<file path="src/sps_pkg.sv">
package sps_pkg;

   // fixed field widths of the request, response and register port
   localparam int CMD_W        = 2;
   localparam int SLOT_FIELD_W = 4;
   localparam int DATA_FIELD_W = 32;
   localparam int ACTIVE_W     = 5;
   localparam int CSR_ADDR_W   = 3;
   localparam int CSR_DATA_W   = 32;

   localparam logic [ACTIVE_W-1:0] ACTIVE_RESET = 5'd16;

   // register index, taken from paddr[2] (byte address 4*i)
   localparam logic REG_ACTIVE_SLOTS = 1'b0;

   typedef enum logic [CMD_W-1:0] {
      CMD_ADD        = 2'd0,
      CMD_TAKE_INDEX = 2'd1,
      CMD_TAKE_LAST  = 2'd2
   } cmd_type;

endpackage

</file>
<file path="src/slot_pool_store_unit.sv">
// channel   | direction | handshake            | payload
// ----------+-----------+----------------------+--------------------------------
// request   | in        | req_valid / req_stall | req_cmd, req_slot_index, req_data_in
// response  | out       | rsp_valid / rsp_stall | rsp_ok, rsp_slot_used, rsp_data_out
// register  | in/out    | psel, penable, pready | paddr, pwdata, pwrite, prdata
//
// one command per cycle while req_stall is low; its response passes through the read stage and
// then the output register, the slot word coming out of the registered read port of the slot memory
// synchronous reset empties every slot and sets active_slots to 16; slot words are not cleared
// a stalled response sits in the output register while one more command is taken into
// the read stage; the request side stalls only when both are full and the output is held
module slot_pool_store_unit #(
   parameter int SLOTS     = 16,
   parameter int WORD_BITS = 32
) (
   input  logic                               clock,
   input  logic                               reset,

   input  logic                               req_valid,
   output logic                               req_stall,
   input  logic [sps_pkg::CMD_W-1:0]          req_cmd,
   input  logic [sps_pkg::SLOT_FIELD_W-1:0]   req_slot_index,
   input  logic [sps_pkg::DATA_FIELD_W-1:0]   req_data_in,

   output logic                               rsp_valid,
   input  logic                               rsp_stall,
   output logic                               rsp_ok,
   output logic [sps_pkg::SLOT_FIELD_W-1:0]   rsp_slot_used,
   output logic [sps_pkg::DATA_FIELD_W-1:0]   rsp_data_out,

   input  logic                               psel,
   input  logic                               penable,
   input  logic                               pwrite,
   input  logic [sps_pkg::CSR_ADDR_W-1:0]     paddr,
   input  logic [sps_pkg::CSR_DATA_W-1:0]     pwdata,
   output logic [sps_pkg::CSR_DATA_W-1:0]     prdata,
   output logic                               pready
);

   import sps_pkg::*;

   localparam int IDX_W = $clog2(SLOTS);
   // common width for comparing slot numbers with the 4-bit index and 5-bit count
   localparam int SEL_W = (IDX_W + 1 > ACTIVE_W) ? IDX_W + 1 : ACTIVE_W;

   // register port
   logic [ACTIVE_W-1:0] active_ff;
   logic                csr_write;

   // pool state
   logic [SLOTS-1:0]    occ_ff;
   logic [SLOTS-1:0]    occ_in;

   // read stage: decision made, slot word on its way out of the memory
   logic                pipe_valid_ff;
   logic                pipe_ok_ff;
   logic                pipe_take_ff;
   logic [IDX_W-1:0]    pipe_slot_ff;

   // output register
   logic                     rsp_valid_ff;
   logic                     rsp_ok_ff;
   logic [SLOT_FIELD_W-1:0]  rsp_slot_ff;
   logic [DATA_FIELD_W-1:0]  rsp_data_ff;

   // handshake
   logic accept;
   logic out_free;
   logic pipe_move;

   // decode
   cmd_type          cmd;
   logic [SLOTS-1:0] live;
   logic [SLOTS-1:0] free_live;
   logic [SLOTS-1:0] occ_live;
   logic             add_hit;
   logic [IDX_W-1:0] add_slot;
   logic             last_hit;
   logic [IDX_W-1:0] last_slot;
   logic             idx_hit;
   logic [IDX_W-1:0] idx_slot;
   logic             dec_ok;
   logic             dec_take;
   logic [IDX_W-1:0] dec_slot;

   logic [WORD_BITS-1:0] ram_rd_data;

   // ---------------------------------------------------------------- register port
   assign pready    = 1'b1;
   assign csr_write = psel & penable & pwrite & pready & (paddr[2] == REG_ACTIVE_SLOTS);
   assign prdata    = (paddr[2] == REG_ACTIVE_SLOTS) ? CSR_DATA_W'(active_ff) : '0;

   always_ff @(posedge clock) begin
      if (reset) begin
         active_ff <= ACTIVE_RESET;
      end else if (csr_write) begin
         active_ff <= pwdata[ACTIVE_W-1:0];
      end
   end

   // ---------------------------------------------------------------- handshake
   // output register frees up when empty or when its transfer completes
   assign out_free  = ~rsp_valid_ff | ~rsp_stall;
   assign pipe_move = pipe_valid_ff & out_free;
   assign req_stall = pipe_valid_ff & ~out_free;
   assign accept    = req_valid & ~req_stall;

   // ---------------------------------------------------------------- command decode
   assign cmd = cmd_type'(req_cmd);

   always_comb begin
      // slots at or above the active count are out of play; a count above SLOTS leaves every slot live
      for (int s = 0; s < SLOTS; s++) begin
         live[s] = SEL_W'(s) < SEL_W'(active_ff);
      end
      free_live = ~occ_ff & live;
      occ_live  = occ_ff & live;
   end

   // lowest empty live slot
   always_comb begin
      add_hit  = |free_live;
      add_slot = '0;
      for (int s = SLOTS - 1; s >= 0; s--) begin
         if (free_live[s]) begin
            add_slot = IDX_W'(s);
         end
      end
   end

   // highest occupied live slot
   always_comb begin
      last_hit  = |occ_live;
      last_slot = '0;
      for (int s = 0; s < SLOTS; s++) begin
         if (occ_live[s]) begin
            last_slot = IDX_W'(s);
         end
      end
   end

   // named slot, only if live and occupied
   always_comb begin
      idx_hit  = 1'b0;
      idx_slot = '0;
      for (int s = 0; s < SLOTS; s++) begin
         if (SEL_W'(req_slot_index) == SEL_W'(s)) begin
            idx_hit  = occ_live[s];
            idx_slot = IDX_W'(s);
         end
      end
   end

   always_comb begin
      dec_ok   = 1'b0;
      dec_take = 1'b0;
      dec_slot = '0;
      unique case (cmd)
         CMD_ADD: begin
            dec_ok   = add_hit;
            dec_slot = add_slot;
         end
         CMD_TAKE_INDEX: begin
            dec_ok   = idx_hit;
            dec_take = idx_hit;
            dec_slot = idx_slot;
         end
         CMD_TAKE_LAST: begin
            dec_ok   = last_hit;
            dec_take = last_hit;
            dec_slot = last_slot;
         end
         default: begin
            // unused code: nothing changes, the response reports failure
            dec_ok = 1'b0;
         end
      endcase
   end

   // ---------------------------------------------------------------- occupied map
   always_comb begin
      occ_in = occ_ff;
      if (accept && dec_ok) begin
         occ_in[dec_slot] = ~dec_take;
      end
   end

   always_ff @(posedge clock) begin
      if (reset) begin
         occ_ff <= '0;
      end else begin
         occ_ff <= occ_in;
      end
   end

   // ---------------------------------------------------------------- slot words
   // write on a successful add, read on a successful take; never both in one cycle
   sps_ram #(
      .WIDTH (WORD_BITS),
      .DEPTH (SLOTS)
   ) u_slot_ram (
      .clock   (clock),
      .wr_en   (accept & dec_ok & ~dec_take),
      .wr_addr (dec_slot),
      .wr_data (WORD_BITS'(req_data_in)),
      .rd_en   (accept & dec_take),
      .rd_addr (dec_slot),
      .rd_data (ram_rd_data)
   );

   // ---------------------------------------------------------------- read stage
   always_ff @(posedge clock) begin
      if (reset) begin
         pipe_valid_ff <= 1'b0;
      end else begin
         pipe_valid_ff <= accept | (pipe_valid_ff & ~pipe_move);
      end
   end

   always_ff @(posedge clock) begin
      if (accept) begin
         pipe_ok_ff   <= dec_ok;
         pipe_take_ff <= dec_take;
         pipe_slot_ff <= dec_slot;
      end
   end

   // ---------------------------------------------------------------- output register
   always_ff @(posedge clock) begin
      if (reset) begin
         rsp_valid_ff <= 1'b0;
      end else begin
         rsp_valid_ff <= pipe_move | (rsp_valid_ff & rsp_stall);
      end
   end

   always_ff @(posedge clock) begin
      if (pipe_move) begin
         rsp_ok_ff   <= pipe_ok_ff;
         // slot and data read as zero on failure
         rsp_slot_ff <= pipe_ok_ff ? SLOT_FIELD_W'(SEL_W'(pipe_slot_ff)) : '0;
         rsp_data_ff <= pipe_take_ff ? DATA_FIELD_W'(ram_rd_data) : '0;
      end
   end

   assign rsp_valid     = rsp_valid_ff;
   assign rsp_ok        = rsp_ok_ff;
   assign rsp_slot_used = rsp_slot_ff;
   assign rsp_data_out  = rsp_data_ff;

endmodule

</file>
<file path="src/sps_ram.sv">
module sps_ram #(
   parameter int WIDTH = 32,
   parameter int DEPTH = 16
) (
   input  logic                     clock,
   input  logic                     wr_en,
   input  logic [$clog2(DEPTH)-1:0] wr_addr,
   input  logic [WIDTH-1:0]         wr_data,
   input  logic                     rd_en,
   input  logic [$clog2(DEPTH)-1:0] rd_addr,
   output logic [WIDTH-1:0]         rd_data
);

   logic [WIDTH-1:0] mem_ff [DEPTH];
   logic [WIDTH-1:0] rd_data_ff;

   always_ff @(posedge clock) begin
      if (wr_en) begin
         mem_ff[wr_addr] <= wr_data;
      end
      if (rd_en) begin
         rd_data_ff <= mem_ff[rd_addr];
      end
   end

   assign rd_data = rd_data_ff;

endmodule
</file>
<file path="config.mk">
export PLATFORM = sky130hd
export DESIGN_NAME = slot_pool_store_unit
export DESIGN_NICKNAME = d
export VERILOG_FILES = /design/src/sps_pkg.sv /design/src/slot_pool_store_unit.sv /design/src/sps_ram.sv
export SDC_FILE = /design/constraint.sdc
export NUM_CORES = 1
export LEC_CHECK = 0
export BUFFER_PORTS_ARGS = -buffer_cell sky130_fd_sc_hd__buf_4
export CAP_MARGIN = 20
export CORE_MARGIN = 3
export CORE_UTILIZATION = 35
export CTS_BUF_LIST = sky130_fd_sc_hd__clkbuf_2 sky130_fd_sc_hd__clkbuf_4 sky130_fd_sc_hd__clkbuf_8
export CTS_CLUSTER_SIZE = 25
export DETAILED_ROUTE_END_ITERATION = 12
export PLACE_DENSITY = 0.61
export SKIP_LAST_GASP = 1
export SYNTH_ARGS = -nofsm -noshare
export SYNTH_HDL_FRONTEND = slang
export SYNTH_SLANG_ARGS = --single-unit
</file>
<file path="constraint.sdc">
create_clock -name clock -period 6.2 [get_ports clock]
set_clock_uncertainty 0.2 [all_clocks]
set_input_delay 0.31 -clock clock [delete_from_list [all_inputs] [get_ports clock]]
set_output_delay 0.31 -clock clock [all_outputs]
set_load 0.02 [all_outputs]
</file>
# Word-level counts from Yosys, hierarchy flattened
# Memory sizes are Yosys's and may differ from the RTL's. A register that Yosys moved wholly into a read port is not among the register bits.
# Cells that the tools add are included.
[op_classes]
muxes = 71
n_eq_ne = 17
reduce_logical = 6
n_lt_le_gt_ge = 18
n_bitwise = 24
[op_table]
columns = ["op", "count"]
rows = [
  ["$mux W4", 44],
  ["$lt A4 B5 Y1 const A", 8],
  ["$and A16 B16 Y16", 2],
  ["$eq A4 B4 Y1 const B", 8],
  ["$reduce_or A16 Y1", 2],
  ["$mux W1", 21],
  ["$lt A3 B5 Y1 const A", 4],
  ["$bwmux W16", 1],
  ["$eq A4 B3 Y1 const B", 4],
  ["$not A16 Y16", 1],
  ["$pmux W4 S3", 1],
  ["$and A1 B1 Y1", 11],
  ["$lt A1 B5 Y1 const A", 2],
  ["$lt A2 B5 Y1 const A", 2],
  ["$eq A4 B2 Y1 const B", 2],
  ["$not A1 Y1", 7],
  ["$lt A4 B5 Y1 const B", 1],
  ["$mux W5", 1],
  ["$demux W1 S4", 1],
  ["$eq A4 B1 Y1 const B", 1],
  ["$ge A4 B1 Y1 const B", 1],
  ["$logic_not A4 Y1", 1],
  ["$or A1 B1 Y1", 3],
  ["$pmux W1 S3", 1],
  ["5 further kinds", 6],
]
[word_totals]
ramBits = 512
word_cells = 147
mem_count = 1
inputBits = 80
ff_bits = 66
output_inout_bits = 72
[mem_list]
columns = ["memory", "depth", "width", "read_ports", "rd_clocked_by_memory_dff", "wr", "line", "rtl"]
rows = [
  ["u_slot_ram.mem_ff", 16, 32, 1, 1, 1, "sps_ram.sv:14", "logic [WIDTH-1:0] mem_ff [DEPTH];"],
]

# Depth between registers and ports, before layout
# Gate-level depths: netlist of the first run.
[depth]
ltp_word = 24
depth_mapped = 16
ltp_nobuf = 12

# By module
# From an unflattened synthesis of the first run, not the netlist that was laid out.
[hier_totals]
hier_cells = 1271
hier_area_um2 = 24355.9
[by_module_without_submodules]
columns = ["module", "cells_per_inst", "seq_area_each_um2", "instances", "area_each_um2"]
rows = [
  ["sps_ram", 838, 16335.7, 1, 20174.3],
  ["slot_pool_store_unit", 433, 1751.7, 1, 4181.5],
]

# Worst setup path after synthesis of the first run
# No wires, ideal clock.
[synth_timing]
path_kind = "register to register"
from = "register active_ff[4]"
to = "memory u_slot_ram.mem_ff[7][0], enable pin"
stages_incl_launch_ff = 13
n_path_buf = 4
period_less_slack_ns = 4.592
arrival_ns = 3.971
slack_ns = 1.608
required_ns = 5.579
setup_time_ns = 0.421
path_cell_list = "dfxtp_1 buf_2 or2_2 clkbuf_1 and3_1 a31o_2 a211o_1 a41oi_1 or2_2 clkbuf_1 clkbuf_1 nand3_1 nor2_1"
[synth_between]
elab_chain_len = 23
elab_cells_between_ends = 75
classes_between = "order compare (16); mux (52); bitwise (5); reduce/logical (2)"
[synth_lines]
columns = ["item", "line", "rtl"]
rows = [
  ["start: declaration", "slot_pool_store_unit.sv:47", "logic [ACTIVE_W-1:0] active_ff;"],
  ["start signal: assignment", "slot_pool_store_unit.sv:97", "active_ff <= pwdata[ACTIVE_W-1:0];"],
  ["$lt A1 B5 Y1", "slot_pool_store_unit.sv:114", "live[s] = SEL_W'(s) < SEL_W'(active_ff);"],
  ["$and A16 B16 Y16", "slot_pool_store_unit.sv:117", "occ_live = occ_ff & live;"],
  ["$mux W1 (16 in a row)", "slot_pool_store_unit.sv:147", "if (SEL_W'(req_slot_index) == SEL_W'(s)) begin"],
  ["$pmux W1 S3 / $pmux W1 S2 (equally long branches)", "slot_pool_store_unit.sv:158", "unique case (cmd)"],
  ["$and A1 B1 Y1 / $not A1 Y1 (equally long branches)", "slot_pool_store_unit.sv:203", ".wr_en (accept & dec_ok & ~dec_take),"],
  ["$and A1 B1 Y1", "slot_pool_store_unit.sv:203", ""],
  ["$mux W1", "sps_ram.sv:18", "if (wr_en) begin"],
  ["$mux W1 (not written as such)", "sps_ram.sv:19", "mem_ff[wr_addr] <= wr_data;"],
  ["end: declaration", "sps_ram.sv:14", ""],
]
# Parallel ways exist; a longest one is shown, timed or not.

# Worst setup path in the final report of the first run
[layout_timing]
from = "register active_ff[1]"
to = "memory u_slot_ram.mem_ff[7][30], enable pin"
# Same word-level chain as after synthesis.

==> results of run 1 <==
==> logic make-up (layout without fill, tap and decap cells) <==
| kind of cell | count (synthesis) | after routing | share of synthesized area |
|---|---|---|---|
| buffers and inverters | 130 | 383 | 0.0280 |
| multiplexers | 61 | 61 | 0.0266 |
| adder cells (fa/ha/maj) | 4 | 4 | 0.00208 |
| AND/OR/NAND/NOR | 398 | 398 | 0.0799 |
| flip-flops | 610 | 610 | 0.753 |
| AO/OA/AOI/OAI | 375 | 375 | 0.110 |
| other | 2 | 28 | 0.000313 |
==> stage by stage <==
stage / total power [mW] / hold slack [ns] / area (um^2)
after floorplan: 4.87 / 0.209 / 24100
after global placement: 5.03 / 0.273 / 25800
after detailed placement: 5.04 / 0.296 / 25800
after CTS: 8.46 / 0.135 / 28300
after global routing: 8.67 / 0.213 / 28300
final: 8.37 / 0.191 / 28300
==> registers in the layout, summed over array words and instances, names as in the netlist, 4 cells and up <==
register and flops:
occ_ff 16, rsp_slot_used 4, u_slot_ram.rd_data 32, rsp_data_out 32
pipe_slot_ff 4, u_slot_ram.mem_ff 512, active_ff 5
==> layer usage <==
layer  up-vias  GRT usage  share of wire
met3        89     0.0300          0.069
met1      7359      0.237           0.43
met2       569      0.283           0.48
met5         -          0        0.00066
li1       6542          -              -
met4         6     0.0491          0.019
==> layout make-up <==
cell class                 count  area (um^2)  share of cell area
tap                          873         1090              0.0386
timing repair buffer         188         1640              0.0580
inverter                      22         82.6             0.00292
sequential                   610        18100               0.639
clock inverter                47          333              0.0118
multi-input combinational    866         5510               0.194
clock buffer                 126         1580              0.0557
==> report_power, final <==
| part | total [mW] | switching (mW) | leakage, nW | internal (mW) |
|---|---|---|---|---|
| clock network | 3.39 | 1.59 | 1.01 | 1.80 |
| registers | 4.57 | 0.0164 | 5.50 | 4.55 |
| logic | 0.408 | 0.268 | 3.27 | 0.139 |
==> cells in the mapped netlist (all sizes together), types with 3 or more instances <==
cell,number
o31a,4
o21bai,5
a211o,4
mux2,3
a2111oi,9
o31ai,9
or3,4
or4,3
inv,22
and2,44
o221ai,4
clkbuf,32
nor2b,13
a22o,35
mux2i,56
o21a,14
a211oi,7
o22ai,29
a22oi,34
ha,4
a31oi,5
nand2,188
a222oi,10
o21ai,31
nand3,21
a221oi,32
nand4,20
a21o,4
dfxtp,23
buf,76
edfxtp,587
a21oi,115
a221o,3
nand4b,8
nor2,51
nor3,27
nand2b,10
==> critical path: stages, from the launching register on <==
cell,delay (ns)
dfxtp_1,0.99
o21ai_0,0.43
a22oi_1,0.41
o21ai_0,0.21
a31oi_1,0.50
or2_2,0.22
buf_4,0.46
nand3_1,0.57
nor2_4,0.82
buf_12,0.28
==> worst max-delay path by stage <==
| stage | endpoint | startpoint | slack (ns) | cells after the start |
|---|---|---|---|---|
| 3_3_place_gp | u_slot_ram.mem_ff[7][31] | active_ff[4] | 0.93 | 9 |
| 6_report | u_slot_ram.mem_ff[7][30] | active_ff[1] | 0.74 | 9 |
| 5_1_grt | u_slot_ram.mem_ff[7][30] | active_ff[1] | 0.54 | 9 |
| 2_1_floorplan | u_slot_ram.mem_ff[7][0] | active_ff[4] | 1.61 | 12 |
| 4_1_cts | u_slot_ram.mem_ff[7][30] | active_ff[4] | 0.74 | 10 |
| 3_5_place_dp | u_slot_ram.mem_ff[7][31] | active_ff[4] | 0.78 | 10 |
==> run_results.csv, run 1 <==
group,metric,value,unit
synthesis,ys_ff_latch,610,
cells_and_area,diodes,0,
sta,hold_violations,0,
clock_tree,post_cts_buffers,0,
synthesis,synthTopCellsByArea,"edfxtp_1 73%, nand2_1 2.9%, a21oi_1 2.4%",
synthesis,synth_area_leader_cell,"edfxtp_1",
floorplan,io_pins,152,
clock_tree,cts.sinks,610,
global_routing,grt_pass1_wl,92.3,mm
route,drc,0,
clock_tree,cts_tree,"done",
placed_design,io_buffers,94,
critical_path,cp-start-kind,"register",
global_routing,grt_pass1_vias,14400,
sta,slew_headroom,0.305,
floorplan,die_y,268,um
route,viasPerCell,5.33,
synthesis,yosys.cell_types.count,76,
route,wire_per_inst,22.8,um
critical_path,path_class,"reg -> reg",
power,power_leakage,9.78,nW
floorplan,row_count,95,
critical_path,cp.required,6.35,ns
clock_tree,cts.path.max_buffers,3,
sta,max_clock_freq,0.183,GHz
critical_path,reg2reg_from,"active_ff[1]",
synthesis,syn_inst,1580,
critical_path,crit_fanout,39,
hold_path,min_path_cells,5,
cells_and_area,nets,1870,
flow_run,cap_violations,0,
critical_path,reg2reg_depth,9,
sta,worst_slew_pin_slew,1.04,ns
cells_and_area,drive_gt1_frac,0.176,
cells_and_area,layout_common_cells,"587 x edfxtp_1, 187 x nand2_1, 129 x buf_4",
placed_design,post-place-ws,0.780,ns
cells_and_area,final_util,0.420,
sta,finalSetupTns,0,ns
route,first_pass_iters,7,
sta,setup_viol,0,
global_routing,grt-ovfl-total,0,
cells_and_area,fillers,6101,
hold_path,hold_end,"pipe_ok_ff",
hold_path,min_path_type,"in -> reg",
clock_tree,cts_buffers,98,
floorplan,design.core.area,0.0675,mm^2
placed_design,place_inst,2505,
synthesis,ys_warn_count,0,
power,p_per_area,296,mW/mm^2
synthesis,seq_area_frac_synth,0.753,
run_status,outcome,"finished, final reports clean",
route,first_iter_violations,1509,
floorplan,die_area,0.0718,mm^2
synthesis,syn_area_per_cell,15.2,um^2
sta,slew_viol_final,0,
placed_design,gp_congestion,0.852,
critical_path,cp.arrival,5.61,ns
clock_tree,cts_resized,0,
global_routing,grt_util_all_layers,0.172,
critical_path,r2r_setup_slack,0.74,ns
cells_and_area,area_growth,18.0,%
clock_tree,worst_skew_pair.late_latency,0.71,ns
synthesis,synthArstFlopShare,0,
clock_tree,root_buffer,"clkbuf_8",
synthesis,ys.flop_type,"edfxtp_1",
critical_path,r2r_end,"u_slot_ram.mem_ff[7][30]",
route,drt_wl_total,62.3,mm
floorplan,dieWidth,268,um
sta,rsz0062_at_grt,"no",
critical_path,end_kind,"register",
clock_tree,clk_pin_slew_worst_paths,0.07,ns
sta,period_share,0.880,
sta,final.min_clock_period,5.46,ns
power,peakVddDrop,0.000171,V
global_routing,antenna_found_initial,4,
global_routing,grt_start_max_net_pins,73,
cells_and_area,fin_cells,2732,
cells_and_area,final_common_cell,"edfxtp_1",
clock_tree,cts_max_level,3,
route,vias,14600,
route,antenna_left,0,
synthesis,yosysTopAreaCellShare,0.734,
floorplan,start_util,0.356,
clock_tree,ctsHoldBuffers,52,
hold_path,min_from,"req_slot_index[2]",
placed_design,dp_hpwl,34.5,mm
synthesis,synth-edff-count,587,
synthesis,syn_area,0.0240,mm^2
sta,setup_ws,0.743,ns
(Power assumes the default switching activity.)
==> run 2, diff against run 1 <==
Clock period 6.2 ns to 6.05 ns, I/O delays scaled along.
==> run 2 against run 1 <==
  * Flip-flop and latch count stayed put
  * Fmax increased by 8.0%
  * Non-clock buffer count is 1 lower
  * Utilization is 0.13 points lower
  * Via count grew 0.15%
  * Highest routed layer unchanged
  * Critical endpoint is now u_slot_ram.mem_ff[15][2]
==> run_results.csv, run 2 (synthesis results as in run 1) <==
group,metric,value,unit
run_status,outcome,"finished, final reports clean",
floorplan,design.core.area,0.0675,mm^2
floorplan,io_pins,152,
clock_tree,root_buffer,"clkbuf_8",
placed_design,io_buffers,94,
sta,max_clock_freq,0.198,GHz
route,first_iter_violations,1470,
floorplan,row_count,95,
cells_and_area,top_register,"u_slot_ram.mem_ff",
critical_path,cp.required,6.22,ns
critical_path,path_class,"reg -> reg",
power,internal_power,6.56,mW
clock_tree,cts_max_level,3,
critical_path,cp-start-kind,"register",
flow_run,cap_violations,0,
sta,whs,0.203,ns
floorplan,dieWidth,268,um
clock_tree,cts.path.max_buffers,3,
critical_path,end_kind,"register",
cells_and_area,final_common_cell,"edfxtp_1",
floorplan,die_area,0.0718,mm^2
route,wire_per_inst,22.5,um
power,p_seq_frac,0.553,
floorplan,die_y,268,um
clock_tree,worst_skew_pair.late_latency,0.68,ns
power,power_leakage,9.76,nW
critical_path,crit_fanout,26,
cells_and_area,drive_gt1_frac,0.183,
global_routing,antenna_found_initial,4,
placed_design,dp_hpwl,33.8,mm
global_routing,grt_pass1_vias,14300,
cells_and_area,final_util,0.418,
global_routing,grt_pass1_wl,91.4,mm
power,pwr-share-clk,0.399,
route,vias,14600,
route,first_pass_iters,9,
route,drt_wl_total,61.7,mm
sta,rsz0062_at_grt,"no",
clock_tree,post_cts_buffers,0,
sta,finalSetupTns,0,ns
cells_and_area,area_growth,17.6,%
sta,slew_headroom,0.367,
cells_and_area,largest_register_ffs,512,
power,comb_power_share,0.049,
global_routing,grt_util_all_layers,0.171,
sta,hold_violations,0,
sta,worst_slew_pin_slew,0.950,ns
clock_tree,cts.sinks,610,
cells_and_area,fin_cells,2736,
sta,slew_viol_final,0,
clock_tree,cts_tree,"done",
cells_and_area,stdcell_area,0.0282,mm^2
power,peakVddDrop,0.000160,V
clock_tree,cts_resized,0,
placed_design,gp_congestion,0.850,
critical_path,cp.arrival,5.22,ns
power,p_sw_frac,0.227,
route,viasPerCell,5.33,
sta,setup_viol,0,
floorplan,start_util,0.356,
cells_and_area,layout_common_cells,"587 x edfxtp_1, 187 x nand2_1, 131 x buf_4",
placed_design,place_inst,2508,
clock_tree,cts_buffers,98,
sta,period_share,0.835,
power,p_per_area,300,mW/mm^2
placed_design,dpl_cell_area,0.0259,mm^2
hold_path,min_path_type,"in -> reg",
route,antenna_left,0,
power,p_switching,1.92,mW
sta,final.min_clock_period,5.05,ns
global_routing,grt_start_max_net_pins,80,
clock_tree,ctsHoldBuffers,50,
cells_and_area,nets,1869,
global_routing,grt-ovfl-total,0,
route,drc,0,
clock_tree,clk_pin_slew_worst_paths,0.05,ns
## run 2: cell types whose count changed in the layout (fill, tap and decap cells not counted), sizes merged
cell | previous run | this run
buf | 136 | 137
clkinvlp | 1 | 2
bufinv | 3 | 0
diode | 0 | 1
clkbuf | 126 | 132
dlygate4sd3 | 52 | 50
## run 2: critical path, stage by stage, from the launching register on
cell	delay (ns)
dfxtp_1	0.93
a311oi_1	0.40
nand2b_1	0.25
mux4_2	0.46
a222oi_1	0.27
o21ai_0	0.25
nand3_1	0.23
and2_1	0.23
nand3_1	0.39
nor2_4	0.75
buf_4	0.34
## run 2: cell type report
| type | instances | area (um^2) |
|---|---|---|
| fillers | 6030 | 39300 |
| inverters | 22 | 82.6 |
| repair buffers | 187 | 1600 |
| clock inverters | 45 | 254 |
| clock buffers | 132 | 1610 |
| multi-input cells | 866 | 5510 |
| diodes | 1 | 2.50 |
| flip-flops and latches | 610 | 18100 |
| well taps | 873 | 1090 |
## run 2: per-layer routing
metal  global-route usage  share of wire
met5                    0        0.00044
met4               0.0507          0.018
met3               0.0325          0.083
met2                0.272           0.47
met1                0.240           0.43
## run 2: power groups by stage
stage,logic (mW),registers (mW),clock network (mW)
finish,0.414,4.69,3.38
global route,0.451,4.69,3.66
CTS,0.416,4.69,3.47
detailed placement,0.389,4.77,0
global placement,0.381,4.77,0
floorplan,0.214,4.78,0
## run 2: final timing paths
check | from | slack (ns) | to | depth (start not counted)
max | active_ff[1] | 1.0 | u_slot_ram.mem_ff[15][2] | 10
min reg2reg | pipe_ok_ff | 0.31 | rsp_ok | 0
min | req_cmd[1] | 0.20 | pipe_ok_ff | 5
max reg2reg | active_ff[1] | 1.0 | u_slot_ram.mem_ff[15][2] | 10
## run 2: stage by stage
step / setup WS [ns] / power, mW
finish: 0.998 / 8.48
global route: 0.750 / 8.80
CTS: 1.04 / 8.57
detailed placement: 1.04 / 5.16
global placement: 1.04 / 5.15
floorplan: 1.46 / 5.00
==> run 3, diff against run 2 <==
Settings changed: PLACE_DENSITY 0.61 to 0.63.
Clock period 6.05 ns to 4.49 ns, I/O delays scaled along.
==> run 3 against run 2 <==
  * Design area up 2.3%
  * Total power up 35%
  * Critical path depth up 1
  * Worst hold slack worse by 0.12 ns
  * Register-to-register slack worse by 0.80 ns
  * Fmax up 18%
  * Critical endpoint is now u_slot_ram.rd_data[28]
==> run_results.csv, run 3 (synthesis results as in run 1) <==
group,metric,value,unit
critical_path,cp.required,4.67,ns
clock_tree,cts.path.max_buffers,3,
critical_path,cp.arrival,4.47,ns
clock_tree,worst_skew_pair.late_latency,0.69,ns
power,total_power,11.5,mW
sta,slew_headroom,0.400,
clock_tree,post_cts_buffers,0,
route,first_iter_violations,1260,
critical_path,crit_fanout,10,
floorplan,io_pins,152,
sta,setup_viol,0,
placed_design,io_buffers,94,
critical_path,end_kind,"register",
route,vias,14700,
sta,worst_slew_pin_slew,0.900,ns
critical_path,worstPathCellList,"a2111o_1, a221o_1, or4_1, a21oi_2, a221o_4, o21ai_2, nand2_1, buf_4, a21oi_1, a2111oi_0, nand3_1",
critical_path,path_class,"reg -> reg",
global_routing,grt_start_max_net_pins,37,
power,peakVddDrop,0.000244,V
critical_path,reg2reg_depth,11,
sta,rsz0062_at_grt,"yes",
placed_design,place_inst,2540,
clock_tree,clk_pin_slew_worst_paths,0.06,ns
clock_tree,root_buffer,"clkbuf_8",
route,viasPerCell,5.30,
floorplan,design.core.area,0.0675,mm^2
floorplan,die_area,0.0718,mm^2
route,drc,0,
global_routing,grt_util_all_layers,0.169,
sta,slew_viol_final,0,
cells_and_area,layout_common_cells,"587 x edfxtp_1, 187 x nand2_1, 136 x buf_4",
route,drt_wl_total,61.1,mm
sta,period_share,0.956,
sta,finalSetupTns,0,ns
placed_design,gp_congestion,0.840,
cells_and_area,fin_cells,2774,
floorplan,row_count,95,
sta,hold_violations,0,
critical_path,crit_slowest_cell,"or4_1",
clock_tree,cts_tree,"done",
critical_path,cp-start-kind,"register",
floorplan,dieWidth,268,um
flow_run,cap_violations,0,
floorplan,start_util,0.356,
global_routing,grt_pass1_wl,90.8,mm
clock_tree,cts_max_level,3,
placed_design,dp_hpwl,34.9,mm
floorplan,die_y,268,um
route,wire_per_inst,22.0,um
global_routing,grt_pass1_vias,14700,
run_status,outcome,"finished, final reports clean",
clock_tree,cts.sinks,610,
sta,max_clock_freq,0.233,GHz
cells_and_area,largest_register_ffs,512,
hold_path,min_path_type,"in -> reg",
global_routing,grt-ovfl-total,0,
route,antenna_left,0,
cells_and_area,top_register,"u_slot_ram.mem_ff",
route,first_pass_iters,6,
cells_and_area,nets,1903,
critical_path,cp_slowest_stage_delay,0.58,ns
cells_and_area,area_growth,20.3,%
power,p_per_area,397,mW/mm^2
cells_and_area,drive_gt1_frac,0.189,
sta,final.min_clock_period,4.29,ns
clock_tree,cts_buffers,97,
cells_and_area,final_common_cell,"edfxtp_1",
global_routing,antenna_found_initial,3,
power,power_leakage,10.0,nW
hold_path,min_path_cells,5,
-- run 3: per-layer routing --
metal | vias up | wire (um) | global-route usage
li1 | 6619 | - | -
met1 | 7435 | 26700 | 0.230
met2 | 571 | 29100 | 0.278
met3 | 90 | 4030 | 0.0282
met4 | 0 | 1280 | 0.0545
met5 | - | 0 | 0
-- run 3: area by class of cell --
type,instances,area (um^2)
fillers,6039,38600
flip-flops and latches,610,18100
multi-input cells,866,5510
repair buffers,222,2210
clock buffers,126,1560
well taps,873,1090
clock inverters,52,328
inverters,22,82.6
diodes,3,7.51
-- run 3: path summary, 6_finish.rpt --
kind | start | to | slack [ns]
max | active_ff[0] | u_slot_ram.rd_data[28] | 0.20
min | req_cmd[1] | pipe_ok_ff | 0.09
max reg2reg | active_ff[0] | u_slot_ram.rd_data[28] | 0.20
min reg2reg | u_slot_ram.rd_data[8] | rsp_data_out[8] | 0.31
-- run 3: what timing repair did --
item                                    CTS  global route
hold buffers                             53             0
hold endpoints to repair                558             0
endpoints found under the setup margin    0           133
gates resized for setup                   0             2
-- run 3: where the power goes --
part	internal (mW)	leakage [nW]	switching, mW
registers	6.29	5.50	0.0193
clock network	2.41	0.990	2.17
logic	0.216	3.52	0.375
-- run 3: stage by stage --
| stage | worst slack [ns] | util | instance area (um^2) | hold WS, ns |
|---|---|---|---|---|
| 2_1_floorplan | -0.102 | - | 24100 | 0.123 |
| 3_3_place_gp | 0.138 | 0.392 | 26500 | 0.257 |
| 3_5_place_dp | 0.192 | 0.392 | 26500 | 0.264 |
| 4_1_cts | 0.159 | 0.428 | 28900 | 0.0284 |
| 5_1_grt | -0.0237 | 0.428 | 28900 | 0.104 |
| 6_report | 0.198 | 0.428 | 28900 | 0.0866 |
-- run 3: critical path: cells and delay by family, from the launching register on --
family	cells	cell delay [ns]
simple gates	3	1.05
compound gates	7	2.01
buf+inv	1	0.28
flops	1	0.44
